`src/hdl/fbpa_pkg.sv`:
```
// Shared types and codes for the fixed block pool allocator.
`timescale 1ns / 1ps

package fbpa_pkg;

  // Request codes
  localparam logic ACT_ALLOC = 1'b0;
  localparam logic ACT_FREE  = 1'b1;

  // Result status codes
  localparam logic [1:0] ST_OK        = 2'd0;
  localparam logic [1:0] ST_EMPTY     = 2'd1;
  localparam logic [1:0] ST_NOT_ALLOC = 2'd2;

  typedef struct packed {
    logic       action;
    logic [3:0] block_index;
  } in_word_t;

  typedef struct packed {
    logic [3:0] granted_index;
    logic [1:0] status;
    logic [4:0] free_left;
  } out_word_t;

  // Controller to datapath
  typedef struct packed {
    logic       latch;        // capture request, restart scan
    logic       fs_rd;        // read top of free stack
    logic       scan;         // issue next used-list read
    logic       mv_rd;        // read last used-list entry
    logic       commit_alloc; // pop free stack, append used list
    logic       commit_free;  // push free stack, compact used list
    logic       emit;         // load output register
    logic [1:0] code;         // status of emitted word
  } cmd_t;

  // Datapath to controller
  typedef struct packed {
    logic pool_empty;
    logic stack_full;
    logic scan_hit;
    logic scan_done;
    logic out_free;
  } sts_t;

endpackage

```
`src/hdl/fbpa_datapath.sv`:
```
// Datapath: free stack, used list, counters, scan pipeline and output register.
`timescale 1ns / 1ps

module fbpa_datapath #(
  parameter int POOL_SIZE = 16
) (
  input  logic               clk_i,
  input  logic               rst_ni,
  input  fbpa_pkg::in_word_t in_word_i,
  input  fbpa_pkg::cmd_t     cmd_i,
  output fbpa_pkg::sts_t     sts_o,
  input  logic               out_ready_i,
  output logic               out_valid_o,
  output fbpa_pkg::out_word_t out_word_o
);

  localparam int IW   = (POOL_SIZE > 1) ? $clog2(POOL_SIZE) : 1;
  localparam int CW   = $clog2(POOL_SIZE + 1);
  localparam int CMPW = (IW > 4) ? IW : 4;

  logic [IW-1:0] free_stack [POOL_SIZE];
  logic [IW-1:0] used_list  [POOL_SIZE];

  logic [CW-1:0] free_depth_q, used_depth_q, min_q;
  logic [CW-1:0] scan_q, pend_idx_q;
  logic          pend_q, done_q, out_valid_q;
  logic [3:0]    want_q;
  logic [IW-1:0] fs_rd_q, used_rd_q;
  logic          fs_fresh_q;
  fbpa_pkg::out_word_t out_q;

  logic [CW-1:0] top;
  logic [CW-1:0] last;
  logic [IW-1:0] got;
  logic [IW-1:0] ul_addr;
  logic          ul_rd_en;
  logic          scan_live;

  assign top       = free_depth_q - CW'(1);
  assign last      = used_depth_q - CW'(1);
  assign got       = fs_fresh_q ? top[IW-1:0] : fs_rd_q;
  assign scan_live = scan_q < used_depth_q;
  assign ul_addr   = cmd_i.mv_rd ? last[IW-1:0] : scan_q[IW-1:0];
  assign ul_rd_en  = cmd_i.mv_rd || (cmd_i.scan && scan_live);

  assign sts_o.pool_empty = (free_depth_q == '0) || (used_depth_q >= CW'(POOL_SIZE));
  assign sts_o.stack_full = free_depth_q >= CW'(POOL_SIZE);
  assign sts_o.scan_hit   = pend_q && (CMPW'(used_rd_q) == CMPW'(want_q));
  assign sts_o.scan_done  = done_q;
  assign sts_o.out_free   = !out_valid_q || out_ready_i;

  // Control registers
  always_ff @(posedge clk_i or negedge rst_ni) begin
    if (!rst_ni) begin
      free_depth_q <= CW'(POOL_SIZE);
      used_depth_q <= '0;
      min_q        <= CW'(POOL_SIZE);
      scan_q       <= '0;
      pend_q       <= 1'b0;
      done_q       <= 1'b0;
      out_valid_q  <= 1'b0;
    end else begin
      if (cmd_i.latch) begin
        scan_q <= '0;
        pend_q <= 1'b0;
        done_q <= 1'b0;
      end else if (cmd_i.scan) begin
        if (scan_live) begin
          scan_q <= scan_q + CW'(1);
          pend_q <= 1'b1;
        end else begin
          pend_q <= 1'b0;
          done_q <= 1'b1;
        end
      end
      if (cmd_i.commit_alloc) begin
        free_depth_q <= top;
        used_depth_q <= used_depth_q + CW'(1);
        if (top < min_q) begin
          min_q <= top;
        end
      end else if (cmd_i.commit_free) begin
        free_depth_q <= free_depth_q + CW'(1);
        used_depth_q <= last;
      end
      if (cmd_i.emit) begin
        out_valid_q <= 1'b1;
      end else if (out_ready_i) begin
        out_valid_q <= 1'b0;
      end
    end
  end

  // Memories and payload registers
  always_ff @(posedge clk_i) begin
    if (cmd_i.latch) begin
      want_q <= in_word_i.block_index;
    end
    if (cmd_i.fs_rd) begin
      fs_rd_q    <= free_stack[top[IW-1:0]];
      fs_fresh_q <= top < min_q;
    end
    if (ul_rd_en) begin
      used_rd_q <= used_list[ul_addr];
    end
    if (cmd_i.scan && scan_live) begin
      pend_idx_q <= scan_q;
    end
    if (cmd_i.commit_alloc) begin
      used_list[used_depth_q[IW-1:0]] <= got;
    end else if (cmd_i.commit_free) begin
      used_list[pend_idx_q[IW-1:0]] <= used_rd_q;
      free_stack[free_depth_q[IW-1:0]] <= IW'(want_q);
    end
    if (cmd_i.emit) begin
      out_q.status <= cmd_i.code;
      if (cmd_i.commit_alloc) begin
        out_q.granted_index <= 4'(got);
        out_q.free_left     <= 5'(top);
      end else if (cmd_i.commit_free) begin
        out_q.granted_index <= want_q;
        out_q.free_left     <= 5'(free_depth_q + CW'(1));
      end else begin
        out_q.granted_index <= '0;
        out_q.free_left     <= 5'(free_depth_q);
      end
    end
  end

  assign out_valid_o = out_valid_q;
  assign out_word_o  = out_q;

endmodule

```
`src/hdl/fbpa_ctrl.sv`:
```
// Controller: sequences allocate and free requests over the datapath.
`timescale 1ns / 1ps

module fbpa_ctrl (
  input  logic           clk_i,
  input  logic           rst_ni,
  input  logic           in_valid_i,
  input  logic           in_action_i,
  output logic           in_ready_o,
  input  fbpa_pkg::sts_t sts_i,
  output fbpa_pkg::cmd_t cmd_o
);

  typedef enum logic [2:0] {
    S_IDLE,
    S_SCAN,
    S_ALLOC_WR,
    S_FREE_WR,
    S_ERR_EMPTY,
    S_ERR_NA
  } state_e;

  state_e state_q, state_d;

  assign in_ready_o = (state_q == S_IDLE);

  always_comb begin
    state_d = state_q;
    cmd_o   = '0;
    cmd_o.code = fbpa_pkg::ST_OK;
    case (state_q)
      S_IDLE: begin
        if (in_valid_i) begin
          cmd_o.latch = 1'b1;
          if (in_action_i == fbpa_pkg::ACT_ALLOC) begin
            if (sts_i.pool_empty) begin
              state_d = S_ERR_EMPTY;
            end else begin
              cmd_o.fs_rd = 1'b1;
              state_d     = S_ALLOC_WR;
            end
          end else begin
            state_d = S_SCAN;
          end
        end
      end
      S_SCAN: begin
        if (sts_i.scan_hit) begin
          if (sts_i.stack_full) begin
            state_d = S_ERR_NA;
          end else begin
            cmd_o.mv_rd = 1'b1;
            state_d     = S_FREE_WR;
          end
        end else if (sts_i.scan_done) begin
          state_d = S_ERR_NA;
        end else begin
          cmd_o.scan = 1'b1;
        end
      end
      S_ALLOC_WR: begin
        if (sts_i.out_free) begin
          cmd_o.emit         = 1'b1;
          cmd_o.commit_alloc = 1'b1;
          state_d            = S_IDLE;
        end
      end
      S_FREE_WR: begin
        if (sts_i.out_free) begin
          cmd_o.emit        = 1'b1;
          cmd_o.commit_free = 1'b1;
          state_d           = S_IDLE;
        end
      end
      S_ERR_EMPTY: begin
        if (sts_i.out_free) begin
          cmd_o.emit = 1'b1;
          cmd_o.code = fbpa_pkg::ST_EMPTY;
          state_d    = S_IDLE;
        end
      end
      S_ERR_NA: begin
        if (sts_i.out_free) begin
          cmd_o.emit = 1'b1;
          cmd_o.code = fbpa_pkg::ST_NOT_ALLOC;
          state_d    = S_IDLE;
        end
      end
      default: begin
        state_d = S_IDLE;
      end
    endcase
  end

  always_ff @(posedge clk_i or negedge rst_ni) begin
    if (!rst_ni) begin
      state_q <= S_IDLE;
    end else begin
      state_q <= state_d;
    end
  end

endmodule

```
`src/hdl/fixed_block_pool_allocator_top.sv`:
```
// Top level of the fixed block pool allocator.
`timescale 1ns / 1ps

// Fixed-size block pool allocator. Each input word either allocates a block
// (action 0) or frees the block named by block_index (action 1); each gives
// exactly one output word with the granted or freed index, a status (ok, pool
// empty, not allocated) and the free count left. Free blocks sit on a LIFO
// stack, so right after reset the grants come out POOL_SIZE-1, POOL_SIZE-2,
// and so on. Granted blocks sit on an unordered used list; a free walks it
// one entry per cycle through the single read port of the used-list memory
// and, on a hit, fills the hole with the last entry. An allocate goes from
// acceptance through S_ALLOC_WR to the output register; a free first walks
// up to used_depth used-list entries, POOL_SIZE at most, so it takes longer.
// One request is in flight at a time: in_ready_o is high only while the
// controller is idle. The result sits in an output register, so a word that
// is still waiting downstream does not block acceptance of the next request;
// that request only holds in its final step until the register frees up.
// No clearing pass is needed after reset: a low-water mark on the free stack
// stands in for the reset contents of the stack memory.

module fixed_block_pool_allocator_top #(
  parameter int POOL_SIZE = 16
) (
  input  logic                clk_i,
  input  logic                rst_ni,
  input  logic                in_valid_i,
  output logic                in_ready_o,
  input  fbpa_pkg::in_word_t  in_word_i,
  output logic                out_valid_o,
  input  logic                out_ready_i,
  output fbpa_pkg::out_word_t out_word_o
);

  fbpa_pkg::cmd_t cmd;
  fbpa_pkg::sts_t sts;

  // Sequence each request
  fbpa_ctrl u_ctrl (
    .clk_i       (clk_i),
    .rst_ni      (rst_ni),
    .in_valid_i  (in_valid_i),
    .in_action_i (in_word_i.action),
    .in_ready_o  (in_ready_o),
    .sts_i       (sts),
    .cmd_o       (cmd)
  );

  // Hold pool state and drive the result word
  fbpa_datapath #(
    .POOL_SIZE (POOL_SIZE)
  ) u_dp (
    .clk_i       (clk_i),
    .rst_ni      (rst_ni),
    .in_word_i   (in_word_i),
    .cmd_i       (cmd),
    .sts_o       (sts),
    .out_ready_i (out_ready_i),
    .out_valid_o (out_valid_o),
    .out_word_o  (out_word_o)
  );

endmodule

```
`config.mk`:
```
export PLATFORM = sky130hd
export DESIGN_NAME = fixed_block_pool_allocator_top
export DESIGN_NICKNAME = d
export VERILOG_FILES = /design/src/hdl/fbpa_pkg.sv /design/src/hdl/fbpa_datapath.sv /design/src/hdl/fbpa_ctrl.sv /design/src/hdl/fixed_block_pool_allocator_top.sv
export SDC_FILE = /design/constraint.sdc
export NUM_CORES = 1
export LEC_CHECK = 0
export BUFFER_PORTS_ARGS = -buffer_cell sky130_fd_sc_hd__buf_2
export CAP_MARGIN = 25
export CORE_ASPECT_RATIO = 1.5
export CORE_MARGIN = 2
export CORE_UTILIZATION = 60
export DETAILED_ROUTE_END_ITERATION = 8
export HOLD_SLACK_MARGIN = 0.06
export PLACE_DENSITY = 0.74
export SYNTH_ARGS = -nofsm -noshare
export SYNTH_HDL_FRONTEND = slang
export SYNTH_SLANG_ARGS = --single-unit
```
`constraint.sdc`:
```
create_clock -name clk_i -period 5.4 [get_ports clk_i]
set_clock_uncertainty 0.15 [all_clocks]
set_input_delay 0.81 -clock clk_i [delete_from_list [all_inputs] [get_ports clk_i]]
set_output_delay 0.81 -clock clk_i [all_outputs]
set_load 0.02 [all_outputs]
```
Yosys cells after proc, flatten, opt, wreduce, memory -nomap -nowiden
Memories as Yosys holds them, arrays and structs flattened. A register that Yosys moved wholly into a read port is not among the register bits. Index checks and enable logic that the tools add are counted.

Flip-flop bits (word level): 46. Memory bits (writable): 128. Input bits: 9. Output and inout bits: 13. Logic and storage cells: 105. Memories: 2.

$add $sub $neg: 5. Magnitude comparators: 4. Equal/unequal tests: 10. Multiplexer cells: 52. Reductions and logical operators: 18.

Memories: u_dp.free_stack (depth 16, bits a word 4, read ports 1, clocked after Yosys merged registers in 1, write ports 1, line fbpa_datapath.sv:21) `logic [IW-1:0] free_stack [POOL_SIZE];`; u_dp.used_list (depth 16, bits a word 4, read ports 1, clocked after Yosys merged registers in 1, write ports 1, line fbpa_datapath.sv:22) `logic [IW-1:0] used_list [POOL_SIZE];`.

Operators with widths (count): $mux 5 (7); $mux 3 (9); $mux 4 (6); $mux 1 (23); $add 5x1->5 const B (3); $ge 5x5->1 const B (2); $lt 5x5->1 (2); $sub 5x1->5 const B (2); $pmux 3 s3 (1); $mux 2 (4); $reduce_bool 2->1 (4); $reduce_or 4->1 (2); $eq 3x2->1 const B (2); $eq 3x3->1 const B (2); $reduce_and 2->1 (3); $logic_not 5->1 (1); $eq 4x4->1 (1); $ne 2x2->1 const B (2); $pmux 1 s4 (1); $pmux 2 s2 (1); $eq 3x1->1 const B (1); $logic_not 3->1 (1); $logic_or 1x1->1 (3); $ne 3x2->1 const B (1); other kinds (4) (5).

Depth between registers and ports, before layout
Gate-level depths: netlist (run 1).

Word-level depth: 9. Mapped depth: 15. Depth with buffers taken out: 10.

By module
From an unflattened synthesis (run 1), not the netlist that was laid out.

Cells, all modules: 622. Area total of the unflattened synthesis: 8423.1 um^2.

Modules (own cells, without submodules): fbpa_datapath (instances 1, cells an instance 583, area an instance 8060.2 um^2, seq. area each 5262.5 um^2); fbpa_ctrl (instances 1, cells an instance 39, area an instance 362.8 um^2, seq. area each 75.1 um^2).

Worst setup path before layout (run 1)
OpenSTA, ideal clock, no wires.

Path type: register to register. From: register u_dp.free_depth_q[0]. To: register u_dp.min_q[0]. Data arrival time: 4.225 ns. Setup slack: 0.900 ns. Cell stages (with the launch flop): 16. Path buffers: 5. Cell sequence: dfrtp_1 > buf_2 > clkbuf_1 > inv_1 > ha_1 > clkbuf_1 > buf_1 > inv_1 > ha_1 > a21o_1 > a21oi_1 > nor2b_1 > o21ai_0 > or4b_2 > clkbuf_1 > mux2_2.

Cells in the longest elaborated chain, start to end: 3.

Ends and longest elaborated chain: start, declared (line fbpa_datapath.sv:24) `logic [CW-1:0] free_depth_q, used_depth_q, min_q;`; start signal, assigned (line fbpa_datapath.sv:55) `free_depth_q <= CW'(POOL_SIZE);`; start signal, assigned (line fbpa_datapath.sv:77) `free_depth_q <= top;`; start signal, assigned (line fbpa_datapath.sv:83) `free_depth_q <= free_depth_q + CW'(1);`; $sub 5x1->5 * (line fbpa_datapath.sv:39) `assign top = free_depth_q - CW'(1);`; net u_dp.top[0] (line fbpa_datapath.sv:32) `logic [CW-1:0] top;`; $lt 5x5->1 (line fbpa_datapath.sv:79) `if (top < min_q) begin`; $reduce_and 2->1 (no line); end signal, assigned (line fbpa_datapath.sv:57) `min_q <= CW'(POOL_SIZE);`; end signal, assigned (line fbpa_datapath.sv:80) `min_q <= top;`; end, declared (line fbpa_datapath.sv:24).

Mark *: on every way through the listed nets, which the timed path passes. The rest lies on a longest branch. A chain may end at the register's enable or synchronous reset.

Final worst setup path (run 1)
From: register u_dp.want_q[0]. To: register u_dp.used_rd_q[1], read port of u_dp.used_list, data pin.

Cells in the longest elaborated chain, start to end: 6.

Ends and longest elaborated chain: start, declared (line fbpa_datapath.sv:27) `logic [3:0] want_q;`; start signal, assigned (line fbpa_datapath.sv:97) `want_q <= in_word_i.block_index;`; $eq 4x4->1 * (line fbpa_datapath.sv:48) `assign sts_o.scan_hit = pend_q && (CMPW'(used_rd_q) == CMPW'(want_q));`; $logic_and 1x1->1 * (line fbpa_datapath.sv:48); $mux 1 (line fbpa_ctrl.sv:48) `if (sts_i.scan_hit) begin`; $mux 2 * (line fbpa_ctrl.sv:31) `case (state_q)`; $logic_and 1x1->1 (line fbpa_datapath.sv:44) `assign ul_rd_en = cmd_i.mv_rd || (cmd_i.scan && scan_live);`; $logic_or 1x1->1 (line fbpa_datapath.sv:44); end, declared (line fbpa_datapath.sv:28) `logic [IW-1:0] fs_rd_q, used_rd_q;`.

Mark *: on every way between the ends. The rest lies on a longest branch, timed or not.

==> summary.txt, run 1 <==
STA
  • Final hold vios: 0
  • RSZ-0062 raised after global routing: no
  • Fin worst setup slack: about 1500 ps
  • Slew headroom: between 30% and 40%
  • Tightest Pin Transition: between 800 and 900 ps
  • Pins Over Slew Limit: 0
  • Fmax: around 260 MHz
  • Post-Route Setup TNS: 0 ps
  • Minimum clock period: between 3000 and 4000 ps
  • Final period utilization: between 70% and 80%
  • # setup viols final: 0

Floorplan
  • Core ar.: 13,400 µm²
  • IO Count: 22
  • # rows: 52
  • Die ar.: ~15,000 µm²
  • Initial core utilization: between 60% and 70%
  • Die Y: around 150 µm
  • Die X: around 99 µm

Global routing
  • Vias in the first global route: between 4,000 and 5,000
  • Pin count of the biggest net entering global routing: 39
  • Initial antenna violation count: 0
  • Grt ovf: 0
  • First-pass GRT wire length: 27,100 µm
  • Total track usage: 25.2%

Worst setup path
  • Reg2reg start: u_dp.want_q[0]
  • Slowest-stage cell, CP: mux2i_4
  • Crit path top cell by count: and3_1
  • Crit-path max cell delay: 780 ps
  • Critical Path RT: ~5400 ps
  • CP cell instances: xnor2_1, and3_1, and3_1, mux2i_4, buf_4, mux2i_1, o22ai_1, or4_1
  • CP arrival: 3920 ps
  • Reg-to-reg endpoint: u_dp.used_rd_q[1]
  • CP startpoint kind: register
  • Critical Path End Type: register
  • Reg2Reg Depth: 8
  • Worst R2R Setup Slack: approximately 1500 ps
  • Crit Path Class: register to register
  • Critical-path maximum fanout: 19

Flow run
  • Max cap viols: 0

Logic synthesis
  • Async S/R FF share, synth: between 10% and 20%
  • Post-synthesis sequential area ratio: 65.4%
  • Main synth FF type: edfxtp_1
  • Synth Warn #: 0
  • Mapped cell area: ~8000 µm²
  • Cells after synthesis: around 570
  • #FFs+latches synth: ~180
  • Post-Syn Area per Cell: about 14 µm²
  • Post-synth EDFFs: approximately 160
  • Syn nets: a little under 600
  • Synth cell types: ~60

Clock tree
  • CTS clk-pin slew, worst paths: approximately 70 ps
  • CTS tree: built
  • Longest Clk Path Bufs: 2
  • Sink Count: 182
  • Num CTS Buffers: 17
  • Post_cts resized: 0
  • CTS Root Buffer Type: clkbuf_16
  • Cts hold-fix bufs: 0
  • H-tree Lvls: 4
  • Clk Latency, worst-skew pair: between 400 and 500 ps
  • Postcts setup bufs: 0

Cells and area
  • Nets@finish: ~620
  • Area delta synth->final: 10.7%
  • Most common cell after layout, fill and taps aside: edfxtp_1
  • Fraction of layout cells with a size suffix above 1: 16.1%
  • Register area: about 5300 µm²
  • Filler cells: between 900 and 1,000
  • Area of the multi-input gates: roughly 2600 µm²
  • Commonest cells after routing, fill and taps aside: edfxtp_1, nor2_1, mux2i_1, nand2_1, dfrtp_1
  • # diodes: 0

Detailed routing
  • Wirelength per Cell: roughly 23 µm
  • First-pass detailed-route iteration total: 7
  • Total number of vias: approximately 4,800
  • Routed WL: approximately 18,000 µm
  • Antenna-violating nets left: 0
  • DRC violations left: 0
  • Iteration-0 DRC Markers: 370
  • Vias/cell: between 6 and 7

Run status
  • Status: complete, no violations

Min path
  • Hold crit path type: input pin to asynchronous set/reset pin

Placement
  • Pre-CTS WS: 1490 ps
  • Placed wire-length estimate: roughly 13,000 µm
  • IO Port Bufs: 21
  • GPL Wtd Cong: 0.910

Pwr
  • P_leak: between 3 and 4 nW
  • Peak VDD IR: around 0.27 mV
  • Total power: around 5.2 mW
  • Power per standard cell area: between 500 and 600 nW/µm²
==> power by group <==
| group | switching, mW | internal, mW | leakage (nW) | total [mW] |
|---|---|---|---|---|
| logic | 1.09 | 0.721 | 1.36 | 1.81 |
| clock network | 0.544 | 0.696 | 0.289 | 1.24 |
| registers | 0.199 | 1.93 | 1.73 | 2.13 |
| total | 1.83 | 3.35 | 3.38 | 5.19 |
==> cell families after synthesis <==
kind of cell             count (synthesis)  share of synthesized area [%]
AO/OA/AOI/OAI                           83                           6.50
XOR/XNOR                                19                           2.04
adder cells (fa/ha/maj)                 16                           2.45
buffers and inverters                   49                           2.50
flip-flops                             182                           65.4
multiplexers                            60                           10.5
AND/OR/NAND/NOR                        162                           10.6
==> worst max-delay path: cells and delay by family, from the launching register on <==
| kind | cells | cell delay, ps |
|---|---|---|
| compound gates | 1 | 100 |
| xor+xnor | 1 | 310 |
| flops | 1 | 630 |
| buf+inv | 1 | 370 |
| mux | 2 | 1030 |
| simple gates | 3 | 1050 |
==> registers in the layout, indices dropped and copies added (netlist names), 5 cells and up <==
signal	cells
u_dp.used_list	64
u_dp.free_stack	64
u_dp.out_word_o	11
u_dp.min_q	5
u_dp.scan_q	5
u_dp.used_depth_q	5
u_dp.free_depth_q	5
==> metrics by stage <==
step / cell area [µm²] / instances / util, % / hold WS, ps
floorplan: 8160 / 571 / - / 301
global placement: 8440 / 737 / 63.0 / 340
detailed placement: 8440 / 737 / 63.0 / 350
CTS: 9040 / 769 / 67.4 / 248
global route: 9040 / 769 / 67.4 / 287
finish: 9040 / 769 / 67.4 / 254
==> Yosys cell counts (6+ instances only) <==
cell,count,area [µm²]
ha_1,16,200
a31oi_1,8,50.1
mux4_2,20,450
a21oi_1,21,105
o22ai_1,12,75.1
mux2i_1,32,320
and3_1,14,87.6
nand3_1,7,35.0
inv_1,21,78.8
nand4_1,6,37.5
nor2_1,49,184
nand2b_1,10,62.6
clkbuf_1,19,71.3
and2_1,9,56.3
dfrtp_1,24,601
o21ai_0,15,75.1
edfxtp_1,156,4680
nor3_1,7,35.0
nand2_1,30,113
xnor2_1,14,123
==> per-layer routing <==
metal  vias up  GRT usage, %  share of wire, %
met5         -             0                 0
met4         0          12.7               4.0
met3        45          4.33               4.0
met2       161          45.5                55
met1      2410          28.4                37
li1       2221             -                 -
==> how the worst max path moves through the flow <==
| stage | from | end |
|---|---|---|
| CTS | u_dp.want_q[2] | u_dp.used_rd_q[1] |
| detailed placement | u_dp.want_q[2] | u_dp.used_rd_q[1] |
| global route | u_dp.want_q[2] | u_dp.used_rd_q[1] |
| floorplan | u_dp.free_depth_q[0] | u_dp.min_q[0] |
| global placement | u_dp.want_q[2] | u_dp.used_rd_q[0] |
| finish | u_dp.want_q[0] | u_dp.used_rd_q[1] |
==> cell type report <==
type	instances	area share, %
inverter	21	0.872
clock inverter	15	1.87
clock buffer	17	4.71
tap	162	2.24
multi-input combinational	340	29.2
sequential	182	59.1
timing repair buffer	32	2.08
Power figures use the tool's default switching activity.
==> run 2, diff against run 1 <==
Clock period 5.4 ns to 3.99 ns, I/O delays scaled along.
==> run 2 against run 1 <==
Global-route usage up 0.41 points. Combinational power increased by 40%. Cell count grew 0.65%. Sequential share of layout area down 0.33 points. Via count hardly changed. Critical path type unchanged.
==> summary.txt, run 2 (synthesis gave the netlist of run 1 again) <==
Clock tree
  • Sink Count: 182
  • Cts hold-fix bufs: 1
  • CTS clk-pin slew, worst paths: roughly 70 ps
  • CTS tree: built
  • CTS Root Buffer Type: clkbuf_16
  • H-tree Lvls: 4
  • Longest Clk Path Bufs: 2
  • Post_cts resized: 0
  • Num CTS Buffers: 17
  • Postcts setup bufs: 0
  • Clk Latency, worst-skew pair: 430 ps

Cells and area
  • Fin cells: 774
  • Fin util: just under 70%
  • Area of the multi-input gates: between 2000 and 3000 µm²
  • Register area: 5340 µm²
  • Final Cell Area: 9090 µm²
  • Commonest cells after routing, fill and taps aside: edfxtp_1, nor2_1, mux2i_1, nand2_1, dfrtp_1
  • Nets@finish: approximately 620
  • Area delta synth->final: 11.4%
  • Fraction of layout cells with a size suffix above 1: 16.7%
  • Filler cells: between 900 and 1,000
  • # diodes: 0
  • Most common cell after layout, fill and taps aside: edfxtp_1

Placement
  • Placed wire-length estimate: about 13,000 µm
  • GPL Wtd Cong: about 0.9
  • Inst Count DP: 741
  • IO Port Bufs: 21
  • Pre-CTS WS: roughly 580 ps
  • Dpl cell area: around 8500 µm²

Run status
  • Status: complete, no violations

Worst setup path
  • Crit-path max cell delay: roughly 600 ps
  • Critical Path End Type: register
  • CP startpoint kind: register
  • Critical-path maximum fanout: 13
  • Worst path buffer plus inverter count: 1
  • Critical Path RT: between 4000 and 5000 ps
  • CP arrival: between 3000 and 4000 ps
  • Worst R2R Setup Slack: ~550 ps
  • CP cell instances: nor4b_4, and3_1, mux2i_4, buf_4, mux2i_1, o22ai_1, or4b_1
  • Slowest-stage cell, CP: mux2i_4
  • Crit Path Class: register to register
  • CP delay by family, top: simple AND/OR/NAND/NOR gates

Detailed routing
  • Wirelength per Cell: roughly 23 µm
  • Total number of vias: ~4,800
  • Vias/cell: ~6.3
  • DR WL met2: around 10000 µm
  • M1 WL: 6380 µm
  • Iteration-0 DRC Markers: roughly 350
  • Antenna-violating nets left: 0
  • Top routing layer used: met4
  • First-pass detailed-route iteration total: 5
  • Routed WL: between 15,000 and 20,000 µm
  • WL met3: about 640 µm
  • DRC violations left: 0

STA
  • Minimum clock period: 3440 ps
  • Pins Over Slew Limit: 0
  • Fmax: roughly 290 MHz
  • # setup viols final: 0
  • Tightest Pin Transition: around 910 ps
  • Final period utilization: a little under nine tenths
  • RSZ-0062 raised after global routing: no
  • Fin worst setup slack: between 500 and 600 ps
  • Post-Route Setup TNS: 0 ps
  • Final hold vios: 0
  • Hold_ws: around 220 ps
  • Slew headroom: about two fifths

Floorplan
  • # rows: 52
  • IO Count: 22
  • Initial core utilization: 60.9%
  • Die ar.: around 15,000 µm²
  • Die Y: ~150 µm
  • Die X: just under 100 µm
  • Core ar.: 13,400 µm²

Global routing
  • Total track usage: 25.6%
  • Vias in the first global route: 5,011
  • Grt ovf: 0
  • Pin count of the biggest net entering global routing: 39
  • First-pass GRT wire length: 27,500 µm
  • Initial antenna violation count: 0

Pwr
  • Power per standard cell area: approximately 780 nW/µm²
  • Peak VDD IR: 0.503 mV
  • Total power: a little over 7 mW
  • P_leak: about 3.4 nW

Flow run
  • Max cap viols: 0

Min path
  • Hold crit path type: input pin to register
run 2: per-layer routing:
layer,up-vias,track usage (%)
met2,157,47.3
met1,2398,27.6
met3,45,4.33
li1,2240,-
met4,0,13.2
met5,-,0
run 2: layout make-up:
| class | instances | share of cell area (%) |
|---|---|---|
| Tap cell | 162 | 2.23 |
| Clock buffer | 17 | 4.68 |
| Inverter | 21 | 0.867 |
| Clock inverter | 15 | 1.97 |
| Multi-Input combinational cell | 340 | 29.0 |
| Sequential cell | 182 | 58.7 |
| Timing Repair Buffer | 37 | 2.51 |
run 2: final timing paths:
check,to,startpoint,cells after the start
setup reg to reg,u_dp.used_rd_q[2],u_ctrl.state_q[2],7
min in group asynchronous,u_dp.free_depth_q[2],rst_ni,2
setup / recovery,u_dp.used_rd_q[2],u_ctrl.state_q[2],7
max in group asynchronous,u_dp.used_depth_q[0],rst_ni,2
hold reg to reg,u_dp.min_q[0],u_dp.min_q[0],1
hold / removal,u_dp.want_q[2],in_word_i[2],1
run 2: where the power goes:
group | internal (mW) | switching, mW
logic | 0.992 | 1.54
registers | 2.61 | 0.250
clock network | 0.849 | 0.800
total | 4.46 | 2.59
run 2: worst reg2reg max path: cells and delay by family (launching register included):
kind | cells | cell delay [ps]
AOI/OAI and AO/OA | 1 | 100
buffers and inverters | 1 | 360
DFF | 1 | 500
muxes | 2 | 830
and+or+nand+nor | 3 | 1240
